--- src/hdl/gstmg_pkg.sv ---
// Package with shared constants and types for the grid spanning tree maze generator.
package gstmg_pkg;

    localparam int MaxRows = 32;
    localparam int MaxCols = 32;
    localparam int CellLimit = MaxRows * MaxCols;
    localparam int WallLimit = 2 * CellLimit;
    localparam int CellW = $clog2(CellLimit);
    localparam int WallW = $clog2(WallLimit);
    localparam int CodeW = CellW + 1;
    localparam int SizeW = 6;
    localparam int RandW = 32;

    localparam logic [1:0] PH_IDLE    = 2'd0;
    localparam logic [1:0] PH_SHUFFLE = 2'd1;
    localparam logic [1:0] PH_SCAN    = 2'd2;
    localparam logic [1:0] PH_DONE    = 2'd3;

    localparam logic CFG_ROWS = 1'b0;
    localparam logic CFG_COLS = 1'b1;

    typedef struct packed {
        logic             start;
        logic [RandW-1:0] dividend;
        logic [WallW:0]   divisor;
    } mod_req_t;

endpackage

--- src/hdl/gstmg_mod.sv ---
// Bit-serial restoring modulo unit, one quotient bit per cycle.
module gstmg_mod (
    input  logic                          aclk,
    input  logic                          aresetn,
    input  gstmg_pkg::mod_req_t           req,
    output logic                          done,
    output logic [gstmg_pkg::WallW:0]     remainder
);

    localparam int RemW = gstmg_pkg::WallW + 2;

    logic [gstmg_pkg::RandW-1:0] shift_reg, shift_next;
    logic [RemW-1:0]             rem_reg, rem_next;
    logic [5:0]                  count_reg, count_next;
    logic                        busy_reg, busy_next;
    logic [RemW-1:0]             trial;

    always_comb begin
        shift_next = shift_reg;
        rem_next = rem_reg;
        count_next = count_reg;
        busy_next = busy_reg;
        trial = {rem_reg[RemW-2:0], shift_reg[gstmg_pkg::RandW-1]};
        if (req.start) begin
            shift_next = req.dividend;
            rem_next = '0;
            count_next = 6'(gstmg_pkg::RandW);
            busy_next = 1'b1;
        end else if (busy_reg) begin
            shift_next = {shift_reg[gstmg_pkg::RandW-2:0], 1'b0};
            if (trial >= RemW'(req.divisor)) begin
                rem_next = trial - RemW'(req.divisor);
            end else begin
                rem_next = trial;
            end
            count_next = count_reg - 6'd1;
            if (count_reg == 6'd1) begin
                busy_next = 1'b0;
            end
        end
    end

    always_ff @(posedge aclk) begin
        if (!aresetn) begin
            busy_reg <= 1'b0;
            count_reg <= '0;
        end else begin
            busy_reg <= busy_next;
            count_reg <= count_next;
        end
        shift_reg <= shift_next;
        rem_reg <= rem_next;
    end

    assign done = busy_reg && (count_reg == 6'd1);
    assign remainder = rem_next[gstmg_pkg::WallW:0];

endmodule

--- config.mk ---
export PLATFORM = sky130hd
export DESIGN_NAME = gstmg_mod
export DESIGN_NICKNAME = d
export VERILOG_FILES = /design/src/hdl/gstmg_pkg.sv /design/src/hdl/gstmg_mod.sv
export SDC_FILE = /design/constraint.sdc
export NUM_CORES = 1
export LEC_CHECK = 0
export BUFFER_PORTS_ARGS = -buffer_cell sky130_fd_sc_hd__buf_2
export CELL_PAD_IN_SITES_DETAIL_PLACEMENT = 1
export CELL_PAD_IN_SITES_GLOBAL_PLACEMENT = 1
export CORE_ASPECT_RATIO = 0.5
export CORE_MARGIN = 2
export CORE_UTILIZATION = 40
export DETAILED_ROUTE_END_ITERATION = 10
export PLACE_DENSITY_LB_ADDON = 0.25
export SLEW_MARGIN = 20
export SYNTH_ARGS = -nofsm -noshare
export SYNTH_HDL_FRONTEND = slang
export SYNTH_SLANG_ARGS = --single-unit
--- constraint.sdc ---
create_clock -name aclk -period 2.6 [get_ports aclk]
set_input_delay 0 -clock aclk [delete_from_list [all_inputs] [get_ports aclk]]
set_output_delay 0 -clock aclk [all_outputs]
set_load 0.05 [all_outputs]
Yosys cells after proc, flatten, opt, wreduce, memory -nomap -nowiden

Index checks and enable logic that the tools add are counted.

Register bits after elaboration: 51
Bits in latches: 0
RAM bits: 0
ROM bits: 0
Input bits: 47
Word-level logic and storage cells: 23
Memories: 0

Add/subtract/negate cells: 2
Multipliers: 0
Divide/modulo/power cells: 0
Magnitude comparators: 1
Equality and inequality tests: 1
Shifts and indexed selects: 0
Muxes and demuxes: 10
Bitwise logic cells: 1
Reductions and logical operators: 3

Operator list:

| kind                                             | number |
|---|---|
| 2-to-1 mux 32 bit                                | 2 |
| 2-to-1 mux 12 bit                                | 3 |
| >= comparator 13 x 12 -> 1 bit                   | 1 |
| 2-to-1 mux 6 bit                                 | 2 |
| subtractor 12 bit                                | 1 |
| == test 6 x 1 -> 1 bit, second input constant    | 1 |
| subtractor 6 x 1 -> 6 bit, second input constant | 1 |
| 2-to-1 mux 1 bit                                 | 3 |
| nonzero test 2 bit                               | 1 |
| OR reduction 2 bit                               | 1 |
| logical AND 1 bit                                | 1 |
| NOT 1 bit                                        | 1 |

Logic depth before layout (Yosys ltp)

Depth after elaboration: 4
Depth in mapped cells: 10
Gate-level depth less buffers: 10

Least setup slack after synthesis

OpenSTA, ideal clock, no wires.

Path kind: register to register
Start point: register rem_reg[1]
End point: register rem_reg[2]
Setup time: 0.320 ns
Data arrival time: 3.386 ns
Required time: 2.280 ns
Path slack: -1.106 ns
Stages on the path, launching flop included: 8
Buffers on the path: 0
Path through: dfxtp_1 ha_1 o21a_1 o31a_1 o31a_1 o2111a_2 nor2_1 o311ai_0

Cells in the longest elaborated chain, start to end: 4
Elaborated cells between the ends (all ways): 5
Those cells by class: 1 x add/sub; 1 x order compare; 3 x mux

RTL lines:

| item                                                                | RTL line                         | text |
|---|---|---|
| start, declared                                                     | gstmg_mod.sv:13                  | `logic [RemW-1:0] rem_reg, rem_next;` |
| start signal, assigned                                              | gstmg_mod.sv:52                  | `rem_reg <= rem_next;` |
| subtractor 12 bit or >= comparator 13 x 12 -> 1 bit (tied branches) | gstmg_mod.sv:32, gstmg_mod.sv:31 |  |
| 2-to-1 mux 12 bit *                                                 | gstmg_mod.sv:31                  | `if (trial >= RemW'(req.divisor)) begin` |
| 2-to-1 mux 12 bit *                                                 | gstmg_mod.sv:29                  | `end else if (busy_reg) begin` |
| 2-to-1 mux 12 bit *                                                 | gstmg_mod.sv:24                  | `if (req.start) begin` |
| net remainder (one bit)                                             | gstmg_mod.sv:7                   | `output logic [gstmg_pkg::WallW:0] remainder` |

The timed path passes the listed nets; every way through them passes the cells marked *.
A chain may end at the register's enable or synchronous reset.

Worst setup path after layout

Start point: register rem_reg[1]
End point: output port remainder[3] in the netlist's numbering

Cells in the longest elaborated chain, start to end: 4
Elaborated cells between the ends (all ways): 5
Those cells by class: 1 x add/sub; 1 x order compare; 3 x mux

RTL lines:

| item                                                                | RTL line |
|---|---|
| subtractor 12 bit or >= comparator 13 x 12 -> 1 bit (tied branches) | gstmg_mod.sv:32, gstmg_mod.sv:31 |
| 2-to-1 mux 12 bit *                                                 | gstmg_mod.sv:31 |
| 2-to-1 mux 12 bit *                                                 | gstmg_mod.sv:29 |
| 2-to-1 mux 12 bit *                                                 | gstmg_mod.sv:24 |
| end, declared                                                       | gstmg_mod.sv:7 |

Every way passes the cells marked *; elsewhere a longest branch is shown, timed or not.

==> results_dict.tcl <==
set metrics [dict create \
    cp.required_ns 2.60 \
    crit_family "compound AO/OA/AOI/OAI gates" \
    grtUsageMet2 0.385 \
    synth-seq-cells 51 \
    cts_buffer_depth 2 \
    via_count 2439 \
    viasPerCell 5.56 \
    hp-class "input pin to flip-flop" \
    finClkSkew_ns 0.00467 \
    async_reset_ff_frac 0 \
    syn2layout_area_growth_pct 45.4 \
    chipHeight_um 63.4 \
    grt_max_degree 33 \
    die_w_um 123 \
    worstMarginPinSlew_ns 0.699 \
    cp-end-kind "output port" \
    synth_area_um2 2820 \
    leakage_nw 1.62 \
    synth_sequential_area_ratio 0.476 \
    finalSetupViolCount 10 \
    fin_crit_sh 1.06 \
    start_kind "flip-flop" \
    gp_congestion 0.799 \
    dieArea_um2 7780 \
    cts.sinks 51 \
    numCtsBuffers 5 \
    synth_area_per_cell_um2 10.9 \
    path_cells "ha_4 -> buf_4 -> nand4_1 -> nor2_1 -> a31o_2 -> o2111ai_2 -> buf_6 -> a211o_1 -> a311oi_4 -> buf_6" \
    ys.flop_type "edfxtp_1" \
    placed_cells 417 \
    most-common-layout-cells "buf_2, edfxtp_1, mux2_2, buf_4, nor2_1" \
    final_antenna_net_count 0 \
    crit_top_cell "buf_6" \
    portBuffers 59 \
    diodes 0 \
    critPathMaxStageDelay_ns 0.36 \
    cap_violations 0 \
    rsz0062_at_grt "yes" \
    wl_per_cell_um 19.9 \
    grt.busiest_layer "met2" \
    layout_commonest_cell "buf_2" \
    crit_buf_inv 3 \
    initial_core_util 0.418 \
    synth_edf_count 32 \
    met3_usage 0.0290 \
    use_met1 0.276 \
    cts_htree_levels 2 \
    clk_latency_ns 0.29 \
    drc 0 \
    fmax_mhz 363 \
    fin_ws_ns -0.154 \
    synthDistinctLibCells 48 \
    core_area_um2 6750 \
    hold_slack_ns 0.00972 \
    maxSlewViolCount 0 \
    grt.total_usage 0.215 \
    period_needed_ns 2.75 \
    synth_nets 321 \
    grt_pass1_wl_um 13000 \
    drt_iter0_drc 167 \
    instances_no_fill 439 \
    io_pins 60 \
    final_util 0.607 \
    path_max_fanout 5 \
    largest_register_ffs 32 \
    pwr_density_cell_nw_per_um2 587 \
    violations "setup timing" \
    detail_route.wirelength_um 8730 \
    antenna_found_initial 0 \
    timing_hold_violations_final 0 \
    vdd_ir_drop_max_v 0.000297 \
    crit_arrival_ns 2.75 \
    ys_warn_count 0 \
    cts_tree "yes" \
    floorplan.rows 21 \
    synth_cells 259 \
    clock-root-buffer "clkbuf_16" \
    grt_pass1_vias 2523 \
    cpMaxStageDelayCell "a311oi_4" \
    layout.nets 408 \
    slew_headroom 0.534 \
    drive_above_1_share 0.504 \
    status "finished with violations" \
    clk_pin_slew_ns 0.07 \
    gr-total-overflow 0 \
    critPathKind "flip-flop to output port" \
    dp_hpwl_um 5300 \
    dr.pass1.iters 4 \
]
cell type report:
type	count	area (um^2)
Multi-Input combinational cell	180	1800
Sequential cell	51	1350
Tap cell	92	115
Clock buffer	6	129
Inverter	18	67.6
Timing Repair Buffer	90	631
Clock inverter	2	13.8
Fill cell	726	2650
layer usage:
metal  vias up  wire length (um)
met1      1207              3860
met2        72              4300
met4         0               168
met5         -                 0
li1       1142                 -
met3        18               397
timing repair:
item                                   in CTS  in global routing
pin swaps                                  14                 22
setup endpoints to repair                  12                 12
buffers inserted                            9                  3
gates resized for setup                    59                 25
hold buffers                                2                  0
endpoints found under the hold margin       3                  0
kinds of logic (layout without fill, tap and decap cells):
logic type,count (synthesis),after routing,synth area share
adders and majority gates,15,15,0.0692
muxes,31,31,0.124
AOI/OAI and AO/OA,53,53,0.136
buffers and inverters,28,116,0.0377
and+or+nand+nor,69,69,0.121
DFF,51,51,0.476
xor gates and xnor gates,12,12,0.0373
metrics by stage:
stage	setup WS (ns)	setup TNS (ns)	cell area (um^2)	power, mW
floorplan	-0.436	-1.69	2970	1.41
global placement	0.0476	0	3470	1.56
detailed placement	-0.0441	-0.0441	3470	1.58
CTS	-0.0683	-0.306	3930	2.34
global route	-0.295	-2.44	4100	2.51
finish	-0.154	-1.11	4100	2.41
synth_stat cells (all sizes together) (3+ instances only):
cell type / instances / area, um^2
nand3: 12 / 60.1
mux2: 31 / 349
inv: 18 / 67.6
edfxtp: 32 / 961
o21a: 3 / 22.5
and2: 3 / 18.8
ha: 14 / 175
xnor2: 8 / 70.1
o21ai: 11 / 55.1
buf: 3 / 12.5
a311oi: 8 / 70.1
a21oi: 8 / 40.0
dfxtp: 19 / 380
nand2: 11 / 41.3
nor2: 22 / 82.6
clkbuf: 7 / 26.3
xor2: 4 / 35.0
nor2b: 4 / 32.5
nor3: 5 / 25.0
nand2b: 3 / 18.8
final timing paths:
check | slack (ns) | cells after the start | end | startpoint
max | -0.15 | 10 | remainder[3] | rem_reg[1]$_DFF_P_
min reg2reg | 0.53 | 2 | count_reg[1]$_SDFFE_PP0P_ | count_reg[1]$_SDFFE_PP0P_
max reg2reg | 0.13 | 10 | rem_reg[3]$_DFF_P_ | rem_reg[1]$_DFF_P_
min | 0.01 | 2 | shift_reg[26]$_DFFE_PP_ | req[38]
power by group:
part | total, mW | internal (mW) | switching [mW] | leakage, nW
registers | 0.998 | 0.952 | 0.0458 | 0.480
clock network | 0.659 | 0.358 | 0.301 | 0.0708
logic | 0.749 | 0.336 | 0.413 | 1.07
Power figures use the tool's default switching activity.
