### src/hdl/gstmg_ram.sv
// Generic single-port-write, single-port-read RAM with registered read data.
module gstmg_ram #(
    parameter int Width = 8,
    parameter int Depth = 16
) (
    input  logic                     aclk,
    input  logic                     we,
    input  logic [$clog2(Depth)-1:0] waddr,
    input  logic [Width-1:0]         wdata,
    input  logic [$clog2(Depth)-1:0] raddr,
    output logic [Width-1:0]         rdata
);

    logic [Width-1:0] mem [Depth];

    always_ff @(posedge aclk) begin
        if (we) begin
            mem[waddr] <= wdata;
        end
        rdata <= mem[raddr];
    end

endmodule

### config.mk
export PLATFORM = sky130hd
export DESIGN_NAME = gstmg_ram
export DESIGN_NICKNAME = d
export VERILOG_FILES = /design/src/hdl/gstmg_ram.sv
export SDC_FILE = /design/constraint.sdc
export NUM_CORES = 1
export LEC_CHECK = 0
export BUFFER_PORTS_ARGS = -buffer_cell sky130_fd_sc_hd__buf_2
export CORE_ASPECT_RATIO = 0.8
export CORE_MARGIN = 8
export CORE_UTILIZATION = 65
export CTS_CLUSTER_SIZE = 8
export DETAILED_ROUTE_END_ITERATION = 7
export PLACE_DENSITY = 0.85
export SYNTH_ARGS = -nofsm -noshare
export SYNTH_HDL_FRONTEND = slang
export SYNTH_SLANG_ARGS = --single-unit
### constraint.sdc
create_clock -name aclk -period 4.2 [get_ports aclk]
set_input_delay 1.26 -clock aclk [delete_from_list [all_inputs] [get_ports aclk]]
set_output_delay 1.26 -clock aclk [all_outputs]
set_load 0.02 [all_outputs]
=== Yosys cells after proc, flatten, opt, wreduce, memory -nomap -nowiden ===
Memory sizes are Yosys's and may differ from the RTL's. A register that Yosys moved wholly into a read port is not among the register bits.
Cells that the tools add are included.

* Flip-flop bits (word level): 0
* Bits in writable memories: 128
* Output and inout bits: 8
* Word-level logic and storage cells: 3
* Memories: 1

* Muxes and demuxes: 2

{| class="wikitable"
|+ Memories
! memory !! words !! width !! read ports !! clocked after Yosys merged registers in !! write ports !! RTL line !! source
|-
| mem || 16 || 8 || 1 || 1 || 1 || 14 || <nowiki>logic [Width-1:0] mem [Depth];</nowiki>
|}

{| class="wikitable"
|+ Operators by type and width
! cell !! number
|-
| $mux W1 || 2
|}

=== Logic depth before layout (Yosys ltp) ===
Gate-level depths: netlist of run 1.

* Word-level depth: 2
* Gate-level depth with buffers: 5
* Gate-level depth less buffers: 3

=== Worst setup path after synthesis of run 1 ===
OpenSTA, ideal clock, no wires.

* Kind: in2reg
* Start point: in waddr[2]
* End point: mem mem[0][0] (enable)
* Library setup time: 0.383 ns
* Arrival: 2.370 ns
* Slack: 1.447 ns
* Cell stages on the path: 2
* Cells stage by stage: or3b_2 -> nor3_1

{| class="wikitable"
|+ RTL lines
! element !! RTL line !! source
|-
| from (decl) || 8 || <nowiki>input logic [$clog2(Depth)-1:0] waddr,</nowiki>
|-
| to (decl) || 14 ||
|}

No word-level cell before the write port.

==> out/results.ini, run 1 <==
[setup_path]
timing.reg2reg.setup_slack_ns=2.80
setup.worst_path.end_class=register
worst_setup_path_start_kind=input port
worstSetupStartpoint=raddr[0]
crit_required_ns=4.60
worstRegToRegCells=3
regToRegStartpoint=mem[5][2]$_DFFE_PP_
critPathCapture=rdata[7]$_DFF_P_
cp.arrival_ns=2.89
crit_fanout=18
crit-reg2reg-capture=rdata[2]$_DFF_P_
criticalPathCategory=input port to register

[clock_network]
cts.clk_slew.worst_paths_ns=0.06
tritoncts_num_sinks=136
cts-buffers-inserted=17
clock_tree.root_cell=clkbuf_8
postCtsHoldBufs=0
cts_setup_buffers=0
clock_insertion_delay_worst_skew_ns=0.52
htreeDepth=4
clockBufferDepth=2
ctsResizeCount=0
cts_tree=built

[timing]
worst_slew_margin_rel_pct=32.9
fmaxAchievable_ghz=0.402
skew_ns=0.00899
rsz0062_at_grt=false
hold_viol_final=0
final_min_period_over_clock_period_pct=59.2
tightest_slew_ns=1.00
timing_max_transition_violations_final=0
post-route-min-period_ns=2.49
finalSetupViolations=0
setup_total_negative_slack_ns=0

[global_routing]
global_route.overflow_total=0
antenna_found_initial=0
grt_first_pass_wirelength_um=15700
grt_usage_pct=20.7
grt_pass1_vias=2689
pin_count_of_the_biggest_net_entering_global_routing=33

[synthesis]
synth.distinct_cells=19
yosys_warnings=0
synth.ff_latch_count=136
synth_top_area_cell=edfxtp_1
combined_area_of_all_synthesized_cells_um2=5150
synthTopCellsByCount=edfxtp_1 (128), mux4_2 (18), a22oi_1 (16)
synthesis.nets=247
netlist.area_leader.share_pct=74.7
syn-mean-instance-area_um2=22.5
synth_sequential_area_ratio_pct=77.8
synthArstFlopShare_pct=0
yosysMostFrequentCell=edfxtp_1
synthCells=229
yosys_most_used_dff=edfxtp_1
post_synth_edffs=128
synth_area_leaders=edfxtp_1 (75%), mux4_2 (7.9%), mux4_1 (7.1%)

[detailed_routing]
drt-vias-per-instance=6.34
via_count=2471
wl_per_cell_um=25.6
dr.first_iter.drc_count=274
route.final.wire_length_um=9990
first_pass_drt_iterations=5
detail-route-antenna-nets=0
drc_errors=0

[floorplan]
std_cell_rows=29
floorplan.die.width_um=115
die_h_um=95.6
die_footprint_um2=11000
initial_core_util_pct=66.0
io_pins=26
placeableCoreArea_um2=7800

[place]
gpl.final_weighted_congestion=0.785
buffer_ports.inserted=25
post-dp-hpwl_um=5850
post_dp_cell_area_um2=5370

[power_and_ir_drop]
vdd.ir_drop.worst_uv=487
p_leak_nw=1.99
pwr_density_cell_nw_per_um2=514

[cells_and_area]
number_of_diodes_added_for_antenna_fixing=0
drive_above_1_share_pct=27.3
multiInputGateArea_um2=1060
filler_cell_count=415
finish.net_count=287
layout.cell_area.non_filler_um2=5920
area_delta_synth_final_pct=14.9
area_occupied_by_registers_um2=4000

[outcome]
status=finished, final reports clean

[job]
drv.max_cap_violation_count=0

[worst_hold_path]
min_delay_worst_type=register to register

-- per-layer routing --
| metal | vias up | GRT usage (%) | wire [µm] |
|---|---|---|---|
| met1 | 1254 | 26.1 | 3880 |
| met4 | 0 | 11.5 | 194 |
| li1 | 1053 | - | - |
| met5 | - | 0 | 0 |
| met2 | 142 | 32.0 | 4990 |
| met3 | 22 | 6.08 | 925 |
-- area by class of cell --
class | count | share of cell area (%)
timing repair buffer | 31 | 2.88
multi-input combinational | 83 | 17.9
clock buffer | 23 | 7.55
sequential | 136 | 67.7
clock inverter | 9 | 1.73
tap | 108 | 2.28
-- worst max-delay path, stage by stage --
cell and delay, ns:
buf_2 0.44, buf_4 0.32, mux4_2 0.52, a22oi_1 0.25, nand2_1 0.08
-- metrics by stage --
stage / utilization [%] / hold slack (ns) / instances / worst slack, ns / power (W)
final: 75.8 / 0.683 / 390 / 1.71 / 0.00304
after global routing: 75.8 / 0.700 / 390 / 1.61 / 0.00312
after global placement: 68.8 / 0.649 / 358 / 1.18 / 0.00169
after CTS: 75.8 / 0.688 / 390 / 1.69 / 0.00306
after floorplan: - / 0.629 / 229 / 1.45 / 0.00164
after detailed placement: 68.8 / 0.672 / 358 / 1.15 / 0.00170
-- power by group --
group	internal [W]	total (W)	leakage, nW	switching, W
Combinational	0.0000561	0.000144	0.501	0.0000880
Sequential	0.00152	0.00153	1.22	0.0000102
Clock	0.000855	0.00137	0.262	0.000514
-- state kept, by name, indices dropped and copies added (netlist names) --
name   count
mem      128
rdata      8
-- worst min-delay path by stage --
stage / startpoint / end / slack (ns) / depth (start not counted)
floorplan: mem[7][0]$_DFFE_PP_ / rdata[0]$_DFF_P_ / 0.63 / 3
global placement: mem[7][0]$_DFFE_PP_ / rdata[0]$_DFF_P_ / 0.65 / 3
detailed placement: mem[8][2]$_DFFE_PP_ / rdata[2]$_DFF_P_ / 0.67 / 3
CTS: mem[6][0]$_DFFE_PP_ / rdata[0]$_DFF_P_ / 0.69 / 3
global route: mem[15][1]$_DFFE_PP_ / rdata[1]$_DFF_P_ / 0.70 / 3
finish: mem[6][0]$_DFFE_PP_ / rdata[0]$_DFF_P_ / 0.68 / 3
-- cells by family (layout without fill, tap and decap cells) --
family                 Yosys count  count (layout)  synth area share, %
AOI/OAI and AO/OA               16              16                 2.33
buffers and inverters           10              63                 1.68
DFF                            136             136                 77.8
muxes                           32              32                 15.0
and+or+nand+nor                 35              35                 3.18
-- placed cells by master (no fill, tap or decap) --
master      instances
mux4_1             14
nand2_1             9
and2b_1             1
buf_4               6
bufinv_16           2
nand3_1             1
clkbuf_16          16
nor2_1             13
or3b_2              1
edfxtp_1          128
clkbuf_8            2
nand3b_1            2
nand2b_1            2
and2_1              1
clkinvlp_4          3
clkbuf_1            5
a22oi_1            16
buf_2              25
dfxtp_1             8
clkinv_2            4
nor2b_1             1
nor3_1              4
mux4_2             18
Note: power is estimated with default switching activity, not from simulation.
==> run 2: changes to the inputs <==
--- a/config.mk
+++ b/config.mk
@@ -8,10 +8,10 @@
 export BUFFER_PORTS_ARGS = -buffer_cell sky130_fd_sc_hd__buf_2
 export CORE_ASPECT_RATIO = 0.8
 export CORE_MARGIN = 8
-export CORE_UTILIZATION = 65
+export CORE_UTILIZATION = 60
 export CTS_CLUSTER_SIZE = 8
 export DETAILED_ROUTE_END_ITERATION = 7
-export PLACE_DENSITY = 0.85
+export PLACE_DENSITY = 0.79
 export SYNTH_ARGS = -nofsm -noshare
 export SYNTH_HDL_FRONTEND = slang
 export SYNTH_SLANG_ARGS = --single-unit
==> constraint.sdc (replaced) <==
create_clock -name aclk -period 2.3 [get_ports aclk]
set_input_delay 0.69 -clock aclk [delete_from_list [all_inputs] [get_ports aclk]]
set_output_delay 0.69 -clock aclk [all_outputs]
set_load 0.02 [all_outputs]
==> run 2 against run 1 <==
Clock skew is 0.0064 ns higher; highest routed layer unchanged; combinational power is 92% higher; setup slack worse by 1.2 ns.
==> out/results.ini, run 2 (synthesis gave the netlist of run 1 again) <==
[setup_path]
worst_setup_path_start_kind=register  ; was input port
crit-reg2reg-capture=rdata[7]$_DFF_P_  ; was rdata[2]$_DFF_P_
setup.worst_path.end_class=primary output  ; was register
critical_path_depth=1  ; was 5
criticalPathCategory=register to primary output  ; was input port to register
timing.reg2reg.setup_slack_ns=0.92  ; was 2.80 ns
critPathCapture=rdata[7]  ; was rdata[7]$_DFF_P_
worstRegToRegCells=3  ; unchanged
worstSetupStartpoint=rdata[7]$_DFF_P_  ; was raddr[0]
path_buf_inv=1  ; was 2
regToRegStartpoint=mem[3][7]$_DFFE_PP_  ; was mem[5][2]$_DFFE_PP_
critical_path_cell_with_the_highest_stage_delay=dfxtp_1  ; was mux4_2
crit_required_ns=1.61  ; was 4.60 ns
cp.arrival_ns=1.06  ; was 2.89 ns
critPathMaxStageDelay_ns=0.37  ; was 0.52 ns
crit_fanout=1  ; was 18
cell_family_with_the_largest_share_of_critical_path_delay=flip-flops  ; was buffers and inverters
path_cells=buf_2  ; was buf_2, buf_4, mux4_2, a22oi_1, nand2_1

[outcome]
status=finished, final reports clean  ; unchanged

[clock_network]
cts.clk_slew.worst_paths_ns=0.06  ; about the same
clock_tree.root_cell=clkbuf_8  ; unchanged
postCtsHoldBufs=0  ; unchanged
clockBufferDepth=2  ; unchanged
cts_tree=built  ; unchanged
htreeDepth=4  ; unchanged
tritoncts_num_sinks=136  ; unchanged
cts_setup_buffers=0  ; unchanged
cts-buffers-inserted=17  ; unchanged
clock_insertion_delay_worst_skew_ns=0.51  ; was 0.52 ns
ctsResizeCount=0  ; unchanged

[global_routing]
grt_pass1_vias=2584  ; was 2689
grt_usage_pct=17.3  ; was 20.7%
global_route.overflow_total=0  ; unchanged
antenna_found_initial=0  ; unchanged
pin_count_of_the_biggest_net_entering_global_routing=33  ; unchanged
grt_first_pass_wirelength_um=14800  ; was 15700 µm

[detailed_routing]
detail-route-antenna-nets=0  ; unchanged
wl_per_cell_um=23.9  ; was 25.6 µm
route.final.wire_length_um=9770  ; was 9990 µm
via_count=2450  ; was 2471
first_pass_drt_iterations=4  ; was 5
drt-vias-per-instance=5.99  ; was 6.34
drc_errors=0  ; unchanged
dr.first_iter.drc_count=206  ; was 274

[floorplan]
die_footprint_um2=11800  ; was 11000 µm²
die_h_um=98.8  ; was 95.6 µm
std_cell_rows=30  ; was 29
initial_core_util_pct=61.2  ; was 66.0%
floorplan.die.width_um=120  ; was 115 µm
io_pins=26  ; unchanged
placeableCoreArea_um2=8410  ; was 7800 µm²

[timing]
final_min_period_over_clock_period_pct=76.1
tightest_slew_ns=0.404  ; was 1.00 ns
rsz0062_at_grt=false  ; unchanged
setup_ws_ns=0.550  ; was 1.71 ns
finalSetupViolations=0  ; unchanged
setup_total_negative_slack_ns=0  ; unchanged
timing_max_transition_violations_final=0  ; unchanged
post-route-min-period_ns=1.75
hold_viol_final=0  ; unchanged
fmaxAchievable_ghz=0.571
skew_ns=0.0154  ; was 0.00899 ns
worst_slew_margin_rel_pct=73.1  ; was 32.9%

[cells_and_area]
area_delta_synth_final_pct=19.2  ; was 14.9%
regMostFlops=mem  ; unchanged
layout_top_registers=mem (128), rdata (8)  ; unchanged
mostFrequentLayoutCells=edfxtp_1 (128), buf_2 (25), mux4_2 (18), buf_4 (18)  ; was edfxtp_1 (128), buf_2 (25), mux4_2 (18)
max_ffs_per_register=128  ; unchanged
finish.net_count=302  ; was 287
drive_above_1_share_pct=32.3  ; was 27.3%
number_of_diodes_added_for_antenna_fixing=0  ; unchanged
mostFrequentLayoutCell=edfxtp_1  ; unchanged

[place]
post-dp-hpwl_um=5940  ; was 5850 µm
gpl.final_weighted_congestion=0.728  ; was 0.785
buffer_ports.inserted=25  ; unchanged
place_worst_setup_slack_ns=0.206  ; was 1.15 ns

[power_and_ir_drop]
p_total_w=0.00583  ; was 0.00304 W
vdd.ir_drop.worst_uv=524  ; was 487 µV
pwr_density_cell_nw_per_um2=951  ; was 514 nW/µm²
p_leak_nw=2.11  ; was 1.99 nW

[worst_hold_path]
min_delay_worst_type=input port to register  ; was register to register

[job]
drv.max_cap_violation_count=0  ; unchanged

## run 2: cell count changes in the layout (fill, tap and decap cells not counted), sizes merged
cell,before,now
buf,31,46
bufinv,2,4
clkbuf,23,18
inv,0,3
## run 2: how the worst min path moves through the flow
stage / end / slack (ns) / startpoint / cells after the start
3_3_place_gp: rdata[2]$_DFF_P_ / 0.65 / mem[11][2]$_DFFE_PP_ / 3
6_report: mem[9][5]$_DFFE_PP_ / 0.56 / wdata[5] / 1
5_1_grt: mem[1][3]$_DFFE_PP_ / 0.55 / wdata[3] / 1
2_1_floorplan: rdata[0]$_DFF_P_ / 0.63 / mem[7][0]$_DFFE_PP_ / 3
4_1_cts: mem[1][3]$_DFFE_PP_ / 0.54 / wdata[3] / 1
3_5_place_dp: rdata[7]$_DFF_P_ / 0.66 / mem[14][7]$_DFFE_PP_ / 3
## run 2: power breakdown
group | switching [W] | internal, W | total, W
Clock | 0.000999 | 0.00177 | 0.00277
Sequential | 0.0000180 | 0.00277 | 0.00279
Combinational | 0.000161 | 0.000116 | 0.000277
Total | 0.00118 | 0.00466 | 0.00583
## run 2: layout make-up
type | instances | area, µm²
Clock buffer | 18 | 418
Fill cell | 493 | 2270
Multi-Input combinational cell | 83 | 1060
Timing Repair Buffer | 46 | 320
Tap cell | 112 | 140
Clock inverter | 14 | 196
Sequential cell | 136 | 4000
## run 2: routing by layer
| metal | share of wire [%] | vias to the layer above | GRT usage [%] |
|---|---|---|---|
| li1 | - | 1086 | - |
| met1 | 44 | 1267 | 23.4 |
| met2 | 49 | 92 | 26.8 |
| met3 | 6.8 | 5 | 5.09 |
| met4 | 0.47 | 0 | 4.98 |
| met5 | 0 | - | 0 |
## run 2: stage by stage
stage / area (µm²) / util [%] / instances / hold slack [ns]
after global routing: 6140 / 73.0 / 409 / 0.548
after CTS: 6140 / 73.0 / 409 / 0.543
after floorplan: 5150 / - / 229 / 0.629
final: 6140 / 73.0 / 409 / 0.562
after global placement: 5520 / 65.7 / 377 / 0.648
after detailed placement: 5520 / 65.7 / 377 / 0.662
==> run 3: changes to the inputs <==
--- a/config.mk
+++ b/config.mk
@@ -8,10 +8,10 @@
 export BUFFER_PORTS_ARGS = -buffer_cell sky130_fd_sc_hd__buf_2
 export CORE_ASPECT_RATIO = 0.8
 export CORE_MARGIN = 8
-export CORE_UTILIZATION = 60
+export CORE_UTILIZATION = 54
 export CTS_CLUSTER_SIZE = 8
 export DETAILED_ROUTE_END_ITERATION = 7
-export PLACE_DENSITY = 0.79
+export PLACE_DENSITY = 0.75
 export SYNTH_ARGS = -nofsm -noshare
 export SYNTH_HDL_FRONTEND = slang
 export SYNTH_SLANG_ARGS = --single-unit
==> constraint.sdc (replaced) <==
create_clock -name aclk -period 1.5 [get_ports aclk]
set_input_delay 0.45 -clock aclk [delete_from_list [all_inputs] [get_ports aclk]]
set_output_delay 0.45 -clock aclk [all_outputs]
set_load 0.02 [all_outputs]
==> run 3 against run 2 <==
Largest cell class unchanged; final cell count up 3.2%; critical path type unchanged; final area rose by 0.55%; sequential share of layout area shrank 0.36 points; clock-buffer cell count is 4 higher.
==> out/results.ini, run 3 (synthesis gave the netlist of run 1 again) <==
[cells_and_area]
regMostFlops=mem  ; unchanged
area_occupied_by_registers_um2=4000  ; unchanged
finish.utilization_pct=65.3  ; was 73.0%
mostFrequentLayoutCell=edfxtp_1  ; unchanged
area_delta_synth_final_pct=19.9  ; was 19.2%
mostFrequentLayoutCells=edfxtp_1 (128), mux4_2 (29), buf_2 (25)  ; was edfxtp_1 (128), buf_2 (25), mux4_2 (18), buf_4 (18)
finish.net_count=308  ; was 302
max_ffs_per_register=128  ; unchanged
final-instance-count-excl-fill=422  ; was 409
layout.cell_area.non_filler_um2=6170  ; was 6140 µm²
drive_above_1_share_pct=37.6  ; was 32.3%
filler_cell_count=642  ; was 493
layout_top_registers=mem (128), rdata (8)  ; unchanged
number_of_diodes_added_for_antenna_fixing=0  ; unchanged
multiInputGateArea_um2=1050  ; was 1060 µm²

[detailed_routing]
drc_errors=0  ; unchanged
route.final.wire_length_um=9780  ; was 9770 µm
dr.first_iter.drc_count=387  ; was 206
first_pass_drt_iterations=4  ; unchanged
detail-route-antenna-nets=0  ; unchanged
wl_per_cell_um=23.2  ; was 23.9 µm
via_count=2482  ; was 2450
drt-vias-per-instance=5.88  ; was 5.99

[global_routing]
antenna_found_initial=0  ; unchanged
grt_first_pass_wirelength_um=15200  ; was 14800 µm
grt_pass1_vias=2576  ; was 2584
grt_usage_pct=16.7  ; was 17.3%
pin_count_of_the_biggest_net_entering_global_routing=17  ; was 33
global_route.overflow_total=0  ; unchanged

[timing]
timing_max_transition_violations_final=0  ; unchanged
post-route-min-period_ns=1.43
rsz0062_at_grt=false  ; unchanged
tightest_slew_ns=0.732  ; was 0.404 ns
final_min_period_over_clock_period_pct=95.2
hold_viol_final=0  ; unchanged
finalSetupViolations=0  ; unchanged
worst_slew_margin_rel_pct=51.0  ; was 73.1%
setup_total_negative_slack_ns=0  ; unchanged
fmaxAchievable_ghz=0.700
setup_ws_ns=0.0714  ; was 0.550 ns
skew_ns=0.00746  ; was 0.0154 ns

[floorplan]
io_pins=26  ; unchanged
floorplan.die.width_um=125  ; was 120 µm
initial_core_util_pct=54.5  ; was 61.2%
placeableCoreArea_um2=9450  ; was 8410 µm²
die_h_um=103  ; was 98.8 µm
std_cell_rows=32  ; was 30
die_footprint_um2=12900  ; was 11800 µm²

[worst_hold_path]
worstHoldPathCells=1  ; unchanged
min_delay_worst_type=input port to register  ; unchanged

[setup_path]
setup.worst_path.end_class=primary output  ; unchanged
crit_fanout=1  ; unchanged
critPathMaxStageDelay_ns=0.38  ; was 0.37 ns
critical_path_depth=1  ; unchanged
path_buf_inv=1  ; unchanged
criticalPathCategory=register to primary output  ; unchanged
crit_required_ns=1.05  ; was 1.61 ns
worstRegToRegCells=3  ; unchanged
worst_setup_path_start_kind=register  ; unchanged
cp.arrival_ns=0.98  ; was 1.06 ns
critical_path_cell_with_the_highest_stage_delay=dfxtp_1  ; unchanged
cell_family_with_the_largest_share_of_critical_path_delay=flip-flops  ; unchanged
path_cells=buf_2  ; unchanged

[job]
drv.max_cap_violation_count=0  ; unchanged

[clock_network]
clock_insertion_delay_worst_skew_ns=0.41  ; was 0.51 ns
tritoncts_num_sinks=136  ; unchanged
cts_tree=built  ; unchanged
cts-buffers-inserted=17  ; unchanged
cts_setup_buffers=0  ; unchanged
postCtsHoldBufs=0  ; unchanged
clockBufferDepth=2  ; unchanged
ctsResizeCount=0  ; unchanged
clock_tree.root_cell=clkbuf_16  ; was clkbuf_8
cts.clk_slew.worst_paths_ns=0.06  ; about the same
htreeDepth=4  ; unchanged

[place]
placed_insts=390  ; was 377
place_worst_setup_slack_ns=-0.294  ; was 0.206 ns
buffer_ports.inserted=25  ; unchanged
post-dp-hpwl_um=6440  ; was 5940 µm
gpl.final_weighted_congestion=0.721  ; was 0.728
post_dp_cell_area_um2=5620  ; was 5520 µm²

[power_and_ir_drop]
vdd.ir_drop.worst_uv=1170  ; was 524 µV
p_leak_nw=2.08  ; was 2.11 nW
pwr_density_cell_nw_per_um2=1390  ; was 951 nW/µm²

[outcome]
status=finished, final reports clean  ; unchanged

## run 3: final timing paths
check | start | to | slack [ns]
worst max-delay path | rdata[6]$_DFF_P_ | rdata[6] | 0.07
worst min-delay path | wdata[6] | mem[8][6]$_DFFE_PP_ | 0.43
worst max register to register | mem[3][3]$_DFFE_PP_ | rdata[3]$_DFF_P_ | 0.20
worst min register to register | mem[12][4]$_DFFE_PP_ | rdata[4]$_DFF_P_ | 0.69
## run 3: metal layers
layer | routed length (µm) | track usage, % | vias up
li1 | - | - | 1084
met1 | 4180 | 22.4 | 1278
met2 | 4560 | 24.6 | 111
met3 | 930 | 6.30 | 9
met4 | 104 | 6.44 | 0
met5 | 0 | 0 | -
## run 3: per-stage QoR
| step | total power (W) | hold slack [ns] |
|---|---|---|
| 2_1_floorplan | 0.00462 | 0.549 |
| 3_3_place_gp | 0.00480 | 0.654 |
| 3_5_place_dp | 0.00482 | 0.678 |
| 4_1_cts | 0.00867 | 0.414 |
| 5_1_grt | 0.00887 | 0.418 |
| 6_report | 0.00860 | 0.428 |
## run 3: power breakdown
part | switching (W) | internal (W) | total [W]
logic | 0.000254 | 0.000197 | 0.000451
clock network | 0.00145 | 0.00242 | 0.00387
registers | 0.0000292 | 0.00425 | 0.00428
total | 0.00173 | 0.00687 | 0.00860
## run 3: layout make-up
cell class              count  share of cell area (%)
clock buffers              22                    7.20
flip-flops and latches    136                    64.9
clock inverters            10                    1.70
multi-input cells          83                    17.1
well taps                 119                    2.41
repair buffers             52                    6.73
